`src/hw/rtl/srt_pkg.sv`:
```
// Shared types, codes and default sizes of the slot reservation table.
`default_nettype none
package srt_pkg;

  localparam int MAX_RESOURCES_DEF = 64;
  localparam int MAX_SITES_DEF     = 16;
  localparam int KEY_BITS_DEF      = 64;
  localparam int KEY_W             = 64;
  localparam int DAYS              = 7;
  localparam int MAX_RESULTS       = 16;
  localparam int QUEUE_DEPTH       = 2;
  localparam int REQ_W             = 2;
  localparam int SIDX_W            = 4;
  localparam int DAY_W             = 3;
  localparam int STATUS_W          = 3;
  localparam int ENTRY_W           = 6;
  localparam int ROW_SITE_W        = 4;

  typedef enum logic [REQ_W-1:0] {
    REQ_ADD_SITE = 2'd0,
    REQ_ADD_RES  = 2'd1,
    REQ_RESERVE  = 2'd2,
    REQ_QUERY    = 2'd3
  } req_t;

  typedef enum logic [STATUS_W-1:0] {
    ST_OK        = 3'd0,
    ST_DUP       = 3'd1,
    ST_FULL      = 3'd2,
    ST_NOT_FOUND = 3'd3,
    ST_RANGE     = 3'd4,
    ST_TAKEN     = 3'd5,
    ST_NO_SITES  = 3'd6
  } status_t;

  typedef struct packed {
    req_t              req;
    logic [KEY_W-1:0]  rkey;
    logic [KEY_W-1:0]  skey;
    logic [SIDX_W-1:0] sidx;
    logic [DAY_W-1:0]  day;
    logic              day_bad;
  } cmd_t;

  typedef struct packed {
    logic full;
    logic empty;
  } q_stat_t;

endpackage
`default_nettype wire

```
`src/hw/rtl/srt_queue.sv`:
```
// Short request queue between the front end and the back end.
`default_nettype none
module srt_queue #(
  parameter int DEPTH = srt_pkg::QUEUE_DEPTH
) (
  input  wire logic         clk,
  input  wire logic         rst,
  input  wire logic         push,
  input  wire srt_pkg::cmd_t push_data,
  input  wire logic         pop,
  output srt_pkg::cmd_t     head,
  output srt_pkg::q_stat_t  q_stat
);

  localparam int PTR_W = (DEPTH > 1) ? $clog2(DEPTH) : 1;
  localparam int CNT_W = $clog2(DEPTH + 1);

  srt_pkg::cmd_t    entries [DEPTH];
  logic [PTR_W-1:0] wptr;
  logic [PTR_W-1:0] rptr;
  logic [CNT_W-1:0] count;
  logic             do_push;
  logic             do_pop;

  assign q_stat.full  = (count == CNT_W'(DEPTH));
  assign q_stat.empty = (count == '0);
  assign head         = entries[rptr];
  assign do_push      = push && !q_stat.full;
  assign do_pop       = pop && !q_stat.empty;

  always_ff @(posedge clk) begin
    if (do_push) begin
      entries[wptr] <= push_data;
    end
  end

  always_ff @(posedge clk) begin
    if (rst) begin
      wptr  <= '0;
      rptr  <= '0;
      count <= '0;
    end else begin
      if (do_push) begin
        wptr <= (wptr == PTR_W'(DEPTH - 1)) ? '0 : PTR_W'(wptr + 1'b1);
      end
      if (do_pop) begin
        rptr <= (rptr == PTR_W'(DEPTH - 1)) ? '0 : PTR_W'(rptr + 1'b1);
      end
      if (do_push && !do_pop) begin
        count <= CNT_W'(count + 1'b1);
      end else if (do_pop && !do_push) begin
        count <= CNT_W'(count - 1'b1);
      end
    end
  end

endmodule
`default_nettype wire

```
`config.mk`:
```
export PLATFORM = sky130hd
export DESIGN_NAME = srt_queue
export DESIGN_NICKNAME = d
export VERILOG_FILES = /design/src/hw/rtl/srt_pkg.sv /design/src/hw/rtl/srt_queue.sv
export SDC_FILE = /design/constraint.sdc
export NUM_CORES = 1
export LEC_CHECK = 0
export BUFFER_PORTS_ARGS = -buffer_cell sky130_fd_sc_hd__buf_2
export CAP_MARGIN = 20
export CORE_ASPECT_RATIO = 1.2
export CORE_MARGIN = 5
export CORE_UTILIZATION = 50
export DETAILED_ROUTE_END_ITERATION = 8
export PLACE_DENSITY = 0.89
export SLEW_MARGIN = 25
export SYNTH_ARGS = -nofsm -noshare
export SYNTH_HDL_FRONTEND = slang
export SYNTH_SLANG_ARGS = --single-unit
export TNS_END_PERCENT = 10
```
`constraint.sdc`:
```
create_clock -name clk -period 7.8 [get_ports clk]
set_input_delay 0.78 -clock clk [delete_from_list [all_inputs] [get_ports clk]]
set_output_delay 0.78 -clock clk [all_outputs]
set_load 0.05 [all_outputs]
```
==> summary.txt, run 1 <==
Outcome
  • Status: finished clean

Timing
  • Max_slew headroom: 31.8%
  • Crit share post-route: 49.2%
  • Worst-Margin Slew: 1.02 ns
  • Setup Viol. Count Final: 0
  • Final max-slew violation count: 0
  • RSZ-0062 raised after global routing: no
  • Final TNS setup: 0 ns
  • Final Hold Viols: 0
  • Final min period: 3.84 ns
  • Clock skew: 0.00983 ns
  • Max Clock Freq: 261 MHz

Worst hold path
  • Start point of the worst hold path: push_data[114]
  • Hold Path Sink: entries[1][114]$_DFFE_PP_
  • Worst Hold Class: in2reg
  • Hold depth: 1

Placement
  • Routability Congestion: 0.765
  • DP HPWL: 12.9 mm
  • PortBufs: 281

Power and ir drop
  • Pwr Total: 0.00494 W
  • Leak: 4.74 nW
  • Peak supply drop: 0.288 mV
  • Pwr/cell area: 388 nW/um^2

Routing
  • DRC viols: 0
  • WL final: 19.3 mm
  • Antenna viol nets, final: 0
  • DR pass1 iterations: 4
  • WL/cell: 18.6 um
  • Initial DRC Count: 232
  • Vias per cell: 4.96
  • Via count: 5,157

Die
  • Die Area: 23,300 um^2
  • Die extent in x: 140 um
  • Die span in y: 166 um
  • Total core area: 20,100 um^2
  • # IOs: 282
  • Initial Utilization: 50.6%
  • Row count: 57

Critical path
  • Kind of critical path: reg2out
  • RR Endpoint: entries[1][122]$_DFFE_PP_
  • CP Capture Type: primary output
  • Worst R2R Start: count[0]$_SDFFE_PP0P_
  • Data required time of the worst path: 7.02 ns
  • Max FO, Critical Path: 70
  • Setup crit start kind: flip-flop
  • Reg2Reg Depth: 4
  • R2R setup slack: 4.99 ns
  • Arr. time, crit path: 3.06 ns

Final layout
  • Final #Nets: 894
  • Layout Area Growth over Synthesis: 25.2%
  • Share of layout cells above drive strength 1: 60.7%

Synthesis
  • Seq/Total Area, Yosys: 82.4%
  • Syn Area/Cell: 22.4 um^2
  • Synth Cell Area: 10,200 um^2
  • Yosys warnings: 0
  • Synthesized net count: 597
  • Distinct cells, synth: 15
  • Synthesized flop and latch total: 281
  • Cells after Synth: 454

Global routing
  • First-pass GRT wire length: 29.6 mm
  • Total gr overflow: 0
  • Grt met1 use: 17.3%
  • Gr busiest metal: met2
  • Met3 Use GR: 5.36%
  • M2 GR Usage: 29.1%
  • Vias in the first global route: 5,556
  • Largest net degree at the start of global routing: 81
  • Total track usage: 16.0%
  • Initial antenna violation count: 4

CTS
  • Clk_lat worst skew: 0.51 ns
  • CTS Root Cell: clkbuf_16
  • Clk buf depth: 3
  • Htree depth: 1
  • CTS tree: built
  • Clock sink count: 281
  • Resized Gates After CTS: 0
  • Hold Buf Count CTS: 0
  • CTS Buf Count: 26
  • Clock slew at reported path FFs: 0.06 ns
  • Postcts setup bufs: 0

Flow run
  • Max Cap Viol: 0
where the power goes:
group,switching (W),leakage (nW),internal (W)
Clock,0.000514,0.440,0.000785
Sequential,0.0000931,2.62,0.00190
Combinational,0.00121,1.68,0.000443
cells in the final DEF, fill, tap and decap left out, drive strengths merged:
master    Yosys  final
clkbuf        0     33
ha            1      1
dfxtp         5      5
a21oi         2      2
mux2        138    138
clkinv        0      9
diode         0      3
xor2          3      3
o21ai         3      3
and2          1      1
nor2b         1      1
edfxtp      276    276
clkinvlp      0      2
inv           2      2
or3           2      2
bufinv        0      4
buf          15    284
nor2          5      5
cells in the mapped netlist:
master | count | area (um^2)
edfxtp_1 | 276 | 8290
o21ai_0 | 3 | 15.0
ha_1 | 1 | 12.5
nor2b_2 | 1 | 8.76
xor2_1 | 3 | 26.3
buf_6 | 2 | 22.5
nor2_1 | 5 | 18.8
inv_1 | 2 | 7.51
and2_1 | 1 | 6.26
mux2_2 | 138 | 1550
dfxtp_1 | 5 | 100
buf_2 | 2 | 10.0
a21oi_1 | 2 | 10.0
buf_4 | 11 | 82.6
or3_1 | 2 | 12.5
registers in the layout, summed over array words and instances (netlist names), named ones only:
signal	cells
count	2
entries	276
wptr	1
rptr	1
per-stage QoR:
step | area, um^2 | setup WS (ns) | hold slack, ns | utilization, % | std cells
3_5_place_dp | 11800 | 4.48 | 0.486 | 58.8 | 988
3_3_place_gp | 11800 | 4.49 | 0.469 | 58.8 | 988
4_1_cts | 12700 | 3.91 | 0.420 | 63.3 | 1036
5_1_grt | 12700 | 3.80 | 0.417 | 63.4 | 1039
2_1_floorplan | 10200 | 3.14 | 0.452 | - | 454
6_report | 12700 | 3.96 | 0.451 | 63.4 | 1039
critical path: stages (launching register included):
cell and delay, ns:
dfxtp_4 0.93, buf_4 0.81, mux2_2 0.44, buf_2 0.22
routing by layer:
layer	share of wire, %	wire length [um]
met1	35	6700
met2	54	10400
met3	8.6	1660
met4	2.9	554
met5	0.036	7
area by class of cell:
| class | count | area (um^2) |
|---|---|---|
| fillers | 1386 | 7370 |
| diodes | 3 | 7.51 |
| repair buffers | 284 | 1430 |
| well taps | 265 | 332 |
| flip-flops and latches | 281 | 8390 |
| multi-input cells | 156 | 1670 |
| inverters | 2 | 12.5 |
| clock buffers | 33 | 718 |
| clock inverters | 15 | 185 |
kinds of logic (layout without fill, tap and decap cells):
group / after synthesis / after routing / synth area share, %
fa+ha+maj: 1 / 1 / 0.123
other cells: 0 / 3 / 0
flops: 281 / 281 / 82.4
buf+inv: 17 / 334 / 1.21
xor+xnor: 3 / 3 / 0.258
compound gates: 5 / 5 / 0.246
simple gates: 9 / 9 / 0.455
mux: 138 / 138 / 15.3
how the worst max path moves through the flow:
stage                     startpoint                      end  slack [ns]  cells after the start
after global routing       flip-flop                head[122]        3.80                      3
after floorplan                 push  entries[1][0]$_DFFE_PP_        3.14                      3
after global placement     flip-flop                head[122]        4.49                      3
after detailed placement   flip-flop                head[122]        4.48                      3
after CTS                  flip-flop                head[122]        3.91                      3
final                      flip-flop                head[116]        3.96                      3
(Power assumes the default switching activity.)
==> run 2, diff against run 1 <==
CORE_UTILIZATION = 47   (was 50)
PLACE_DENSITY = 0.88   (was 0.89)
clock period = 3.3 ns   (was 7.8 ns; I/O delays follow)
==> summary.txt, run 2 (synthesized netlist as in run 1, its figures left out) <==
Outcome
  • Status: finished clean (unchanged)

Critical path
  • Crit path buffers/inverters: 2 (unchanged)
  • Crit path max-delay family: flip-flops (was buffers and inverters)
  • Crit path cell chain: buf_12 > mux2_2 > buf_2 (was buf_4 > mux2_2 > buf_2)
  • Max FO, Critical Path: 46 (was 70)
  • Slowest-stage cell, CP: dfxtp_4 (unchanged)
  • Setup crit start kind: flip-flop (unchanged)
  • Max incr delay on CP: 0.79 ns (was 0.93 ns)
  • Arr. time, crit path: 2.22 ns (was 3.06 ns)
  • Data required time of the worst path: 2.97 ns (was 7.02 ns)
  • Kind of critical path: reg2out (unchanged)
  • CP Capture Type: primary output (unchanged)

Timing
  • Worst-Margin Slew: 0.780 ns (was 1.02 ns)
  • Setup Viol. Count Final: 0 (unchanged)
  • Min Hold Slack: 0.0173 ns (was 0.451 ns)
  • Max Clock Freq: 392 MHz
  • Final min period: 2.55 ns
  • Max_slew headroom: 48.0% (was 31.8%)
  • Crit share post-route: 77.3%
  • Final max-slew violation count: 0 (unchanged)
  • Final Hold Viols: 0 (unchanged)
  • RSZ-0062 raised after global routing: no (unchanged)
  • Clock skew: 0.0105 ns (was 0.00983 ns)

Die
  • Initial Utilization: 47.4% (was 50.6%)
  • Total core area: 21,500 um^2 (was 20,100 um^2)
  • Row count: 59 (was 57)
  • # IOs: 282 (unchanged)
  • Die Area: 24,700 um^2 (was 23,300 um^2)
  • Die extent in x: 144 um (was 140 um)
  • Die span in y: 171 um (was 166 um)

CTS
  • Clock slew at reported path FFs: 0.06 ns (about the same)
  • CTS Root Cell: clkbuf_16 (unchanged)
  • CTS tree: built (unchanged)
  • Htree depth: 1 (unchanged)
  • Clock sink count: 281 (unchanged)
  • Clk_lat worst skew: 0.51 ns (about the same)
  • CTS Buf Count: 26 (unchanged)
  • Clk buf depth: 3 (unchanged)
  • Postcts setup bufs: 0 (unchanged)

Routing
  • WL/cell: 20.0 um (was 18.6 um)
  • Antenna viol nets, final: 0 (unchanged)
  • DR pass1 iterations: 4 (unchanged)
  • Initial DRC Count: 259 (was 232)
  • Vias per cell: 4.97 (was 4.96)
  • WL final: 23.5 mm (was 19.3 mm)
  • Via count: 5,838 (was 5,157)
  • DRC viols: 0 (unchanged)

Final layout
  • Most common cell after layout, fill and taps aside: buf_2 (unchanged)
  • Biggest regs: entries: 276 flops, count: 2 flops (unchanged)
  • Fin cells: 1,174 (was 1,039)
  • Most frequent cells in the layout: buf_2 (281), edfxtp_1 (276), mux2_2 (138) (unchanged)
  • Share of layout cells above drive strength 1: 52.4% (was 60.7%)
  • Layout Cell Area excl Fill: 14,000 um^2 (was 12,700 um^2)
  • Layout Area Growth over Synthesis: 37.5% (was 25.2%)
  • Final Core Density: 65.1% (was 63.4%)
  • Max reg flops: 276 (unchanged)
  • Final #Nets: 1,020 (was 894)
  • Largest reg by FF count: entries (unchanged)

Global routing
  • Vias in the first global route: 6,464 (was 5,556)
  • Largest net degree at the start of global routing: 139 (was 81)
  • Total gr overflow: 0 (unchanged)
  • Total track usage: 18.1% (was 16.0%)
  • First-pass GRT wire length: 34.5 mm (was 29.6 mm)
  • Initial antenna violation count: 5 (was 4)

Placement
  • Cell Area, Placed: 12,000 um^2 (was 11,800 um^2)
  • Routability Congestion: 0.723 (was 0.765)
  • DP HPWL: 13.6 mm (was 12.9 mm)
  • Placed Cells: 1,003 (was 988)
  • PortBufs: 281 (unchanged)

Power and ir drop
  • Leak: 5.26 nW (was 4.74 nW)
  • Pwr/cell area: 840 nW/um^2 (was 388 nW/um^2)
  • Peak supply drop: 0.774 mV (was 0.288 mV)

Worst hold path
  • Worst Hold Class: in2reg (unchanged)

Flow run
  • Max Cap Viol: 0 (unchanged)
## run 2: cell count changes in the layout (fill, tap and decap cells not counted)
cell / delta
clkinv_2: -1
clkbuf_8: +4
buf_12: +6
clkbuf_1: +3
dlygate4sd3_1: +120
bufinv_16: -4
clkinv_4: -2
clkinvlp_4: -1
clkinv_1: +1
## run 2: report_power, final
group / switching [W] / internal, W / total (W)
clock: 0.00122 / 0.00163 / 0.00285
sequential: 0.000203 / 0.00448 / 0.00469
combinational: 0.00300 / 0.00122 / 0.00422
## run 2: per-stage QoR
step	setup slack, ns	setup TNS, ns	power [W]
after floorplan	-0.794	-109.58	0.00793
after global placement	1.26	0	0.00876
after detailed placement	1.21	0	0.00884
after CTS	0.718	0	0.0118
after global routing	0.660	0	0.0122
final	0.748	0	0.0118
## run 2: what timing repair did
action,4_1_cts,5_1_grt
endpoints found under the hold margin,228,7
gates resized for setup,0,0
setup endpoints to repair,0,0
hold buffers,116,4
## run 2: final timing paths
kind | start | endpoint | slack, ns | cells after the start
setup / recovery | flip-flop | head[42] | 0.75 | 3
setup reg to reg | count[0]$_SDFFE_PP0P_ | entries[0][107]$_DFFE_PP_ | 1.20 | 4
hold / removal | push_data[34] | entries[0][34]$_DFFE_PP_ | 0.02 | 1
hold reg to reg | rptr$_SDFFE_PP0P_ | flip-flop | 0.51 | 2
## run 2: cell type report
class / count / area [um^2]
Clock buffer: 40 / 785
Timing Repair Buffer: 410 / 2750
Sequential cell: 281 / 8390
Multi-Input combinational cell: 156 / 1670
Antenna cell: 3 / 7.51
Fill cell: 1408 / 7490
Inverter: 2 / 12.5
Clock inverter: 8 / 38.8
Tap cell: 274 / 343
## run 2: metal layers
| layer | GRT usage (%) | wire length [um] | vias up |
|---|---|---|---|
| met2 | 34.7 | 13200 | 216 |
| met5 | 0 | 25 | - |
| met3 | 4.23 | 1510 | 61 |
| met4 | 6.73 | 833 | 4 |
| li1 | - | - | 2655 |
| met1 | 18.8 | 7930 | 2902 |
==> run 3, diff against run 2 <==
ABC_AREA = 1   (was default)
CORE_UTILIZATION = 50   (was 47)
PLACE_DENSITY = 0.89   (was 0.88)
clock period = 2.6 ns   (was 3.3 ns; I/O delays follow)
==> summary.txt, run 3 <==
Global routing
  • Vias in the first global route: 6,771 (was 6,464)
  • Total gr overflow: 0 (unchanged)
  • Largest net degree at the start of global routing: 78 (was 139)
  • Initial antenna violation count: 2 (was 5)
  • Total track usage: 20.3% (was 18.1%)
  • First-pass GRT wire length: 37.1 mm (was 34.5 mm)

Synthesis
  • Ys async rst share: 0% (unchanged)
  • Synthesized net count: 609 (was 597)
  • Number of enable flip-flop cells after synthesis: 276 (unchanged)
  • Yosys warnings: 0 (unchanged)
  • Syn Area/Cell: 22.0 um^2 (was 22.4 um^2)
  • Most frequent cells after synthesis: edfxtp_1 (276), mux2_2 (138), buf_6 (14), inv_1 (9), nor2_1 (9) (was edfxtp_1 (276), mux2_2 (138), buf_4 (11), dfxtp_1 (5), nor2_1 (5))
  • Cells after Synth: 466 (was 454)
  • Top post-synthesis cells by area: edfxtp_1 (81%), mux2_2 (15%), buf_6 (1.5%) (was edfxtp_1 (81%), mux2_2 (15%), dfxtp_1 (0.98%))
  • Synth Cell Area: 10,200 um^2 (about the same)
  • Top-area cell type share of the netlist area: 80.9% (was 81.5%)
  • Synthesized flop and latch total: 281 (unchanged)
  • Most numerous cell in the Yosys netlist: edfxtp_1 (unchanged)
  • Synth Flop Type: edfxtp_1 (unchanged)
  • Distinct cells, synth: 15 (unchanged)
  • Biggest area consumer among synthesized cells: edfxtp_1 (unchanged)
  • Seq/Total Area, Yosys: 81.9% (was 82.4%)

Timing
  • RSZ-0062 raised after global routing: no (unchanged)
  • Setup Viol. Count Final: 0 (unchanged)
  • Clock skew: 0.0156 ns (was 0.0105 ns)
  • Min Hold Slack: 0.158 ns (was 0.0173 ns)
  • Max Clock Freq: 430 MHz
  • Worst-Margin Slew: 0.433 ns (was 0.780 ns)
  • Final Hold Viols: 0 (unchanged)
  • Final min period: 2.33 ns
  • Final max-slew violation count: 0 (unchanged)
  • Crit share post-route: 89.5%
  • Max_slew headroom: 71.1% (was 48.0%)

Critical path
  • Data required time of the worst path: 2.34 ns (was 2.97 ns)
  • Kind of critical path: reg2out (unchanged)
  • Setup crit start kind: flip-flop (unchanged)
  • Arr. time, crit path: 2.07 ns (was 2.22 ns)
  • R2R setup slack: 0.98 ns (was 1.20 ns)
  • CP Capture Type: primary output (unchanged)
  • Max FO, Critical Path: 22 (was 46)

Power and ir drop
  • Pwr/cell area: 1010 nW/um^2 (was 840 nW/um^2)
  • Peak supply drop: 0.949 mV (was 0.774 mV)
  • Leak: 5.35 nW (was 5.26 nW)

CTS
  • Htree depth: 1 (unchanged)
  • CTS tree: built (unchanged)
  • CTS Root Cell: clkbuf_16 (unchanged)
  • Clock slew at reported path FFs: 0.07 ns (was 0.06 ns)
  • Clk_lat worst skew: 0.52 ns (was 0.51 ns)
  • Clk buf depth: 3 (unchanged)
  • Hold Buf Count CTS: 139 (was 116)
  • Resized Gates After CTS: 0 (unchanged)
  • CTS Buf Count: 26 (unchanged)
  • Clock sink count: 281 (unchanged)
  • Postcts setup bufs: 0 (unchanged)

Routing
  • WL final: 24.5 mm (was 23.5 mm)
  • WL/cell: 20.5 um (was 20.0 um)
  • DRC viols: 0 (unchanged)
  • Initial DRC Count: 366 (was 259)
  • Via count: 5,970 (was 5,838)
  • Vias per cell: 5.00 (was 4.97)
  • Antenna viol nets, final: 0 (unchanged)
  • DR pass1 iterations: 4 (unchanged)

Die
  • Initial Utilization: 50.8% (was 47.4%)
  • Die extent in x: 141 um (was 144 um)
  • Row count: 57 (was 59)
  • # IOs: 282 (unchanged)
  • Die Area: 23,500 um^2 (was 24,700 um^2)
  • Die span in y: 167 um (was 171 um)
  • Total core area: 20,200 um^2 (was 21,500 um^2)

Final layout
  • Largest reg by FF count: entries (unchanged)
  • Seq. cell area: 8390 um^2 (about the same)
  • Final #Nets: 1,050 (was 1,020)
  • Area of the multi-input gates: 1690 um^2 (was 1670 um^2)
  • Fill count: 1,214 (was 1,408)
  • Layout Area Growth over Synthesis: 38.6% (was 37.5%)
  • Biggest regs: entries: 276 flops, count: 2 flops (unchanged)
  • Layout Cell Area excl Fill: 14,200 um^2 (was 14,000 um^2)
  • Max reg flops: 276 (unchanged)
  • Most frequent cells in the layout: buf_2 (281), edfxtp_1 (276), dlygate4sd3_1 (139) (was buf_2 (281), edfxtp_1 (276), mux2_2 (138))
  • Most common cell after layout, fill and taps aside: buf_2 (unchanged)
  • Share of layout cells above drive strength 1: 50.8% (was 52.4%)

Placement
  • Cell Area, Placed: 12,000 um^2 (about the same)
  • Routability Congestion: 0.760 (was 0.723)
  • PortBufs: 281 (unchanged)
  • DP HPWL: 13.9 mm (was 13.6 mm)

Flow run
  • Max Cap Viol: 0 (unchanged)

Worst hold path
  • Worst Hold Class: in2reg (unchanged)

Outcome
  • Status: finished clean (unchanged)
==> run 3: cell types whose count changed in the layout (fill, tap and decap cells not counted), moves of 3 or more <==
cell,previous run,this run
dlygate4sd3_1,120,139
clkbuf_8,6,0
nand2_1,0,4
inv_1,1,8
xor2_1,3,0
==> run 3: power breakdown <==
group	switching, W	internal [W]
registers	0.000218	0.00573
logic	0.00349	0.00139
clock network	0.00156	0.00200
total	0.00527	0.00912
==> run 3: cells by family after synthesis <==
group / Yosys count / share of synthesized area [%]
compound gates: 6 / 0.293
fa+ha+maj: 1 / 0.122
buf+inv: 24 / 1.92
flops: 281 / 81.9
mux: 138 / 15.2
simple gates: 16 / 0.647
==> run 3: metrics by stage <==
stage	total power, W	util (%)	setup TNS (ns)	setup slack (ns)	cells
after detailed placement	0.0107	59.5	0	0.799	1005
after CTS	0.0144	70.3	0	0.238	1192
final	0.0144	70.3	0	0.274	1194
after floorplan	0.00966	-	-93.63	-0.343	466
after global placement	0.0106	59.5	0	0.843	1005
after global routing	0.0149	70.3	0	0.196	1194
==> run 3: routing by layer <==
layer / track usage, % / wire length (um) / up-vias
met5: 0 / 0 / -
met4: 7.75 / 865 / 0
met3: 4.07 / 1710 / 62
met2: 38.8 / 13800 / 292
met1: 21.8 / 8160 / 2887
li1: - / - / 2729
==> run 3: layout make-up <==
| cell class | count | share of cell area, % |
|---|---|---|
| antenna | 2 | 0.0352 |
| tap | 265 | 2.34 |
| multi-input combinational | 161 | 11.9 |
| timing repair buffer | 428 | 20.7 |
| clock inverter | 14 | 0.687 |
| clock buffer | 34 | 4.94 |
| inverter | 9 | 0.238 |
| sequential | 281 | 59.1 |
==> run 3: worst paths after layout <==
path / startpoint / to / depth (start not counted)
worst max-delay path: flip-flop / head[59] / 3
worst max register to register: count[1]$_SDFFE_PP0P_ / count[1]$_SDFFE_PP0P_ / 9
worst min register to register: wptr$_SDFFE_PP0P_ / wptr$_SDFFE_PP0P_ / 2
worst min-delay path: push / wptr$_SDFFE_PP0P_ / 4
==> run 3: worst max-delay path: stages (launching register included) <==
cell and delay [ns]:
dfxtp_4 0.59, buf_4 0.34, mux2_2 0.38, buf_2 0.21
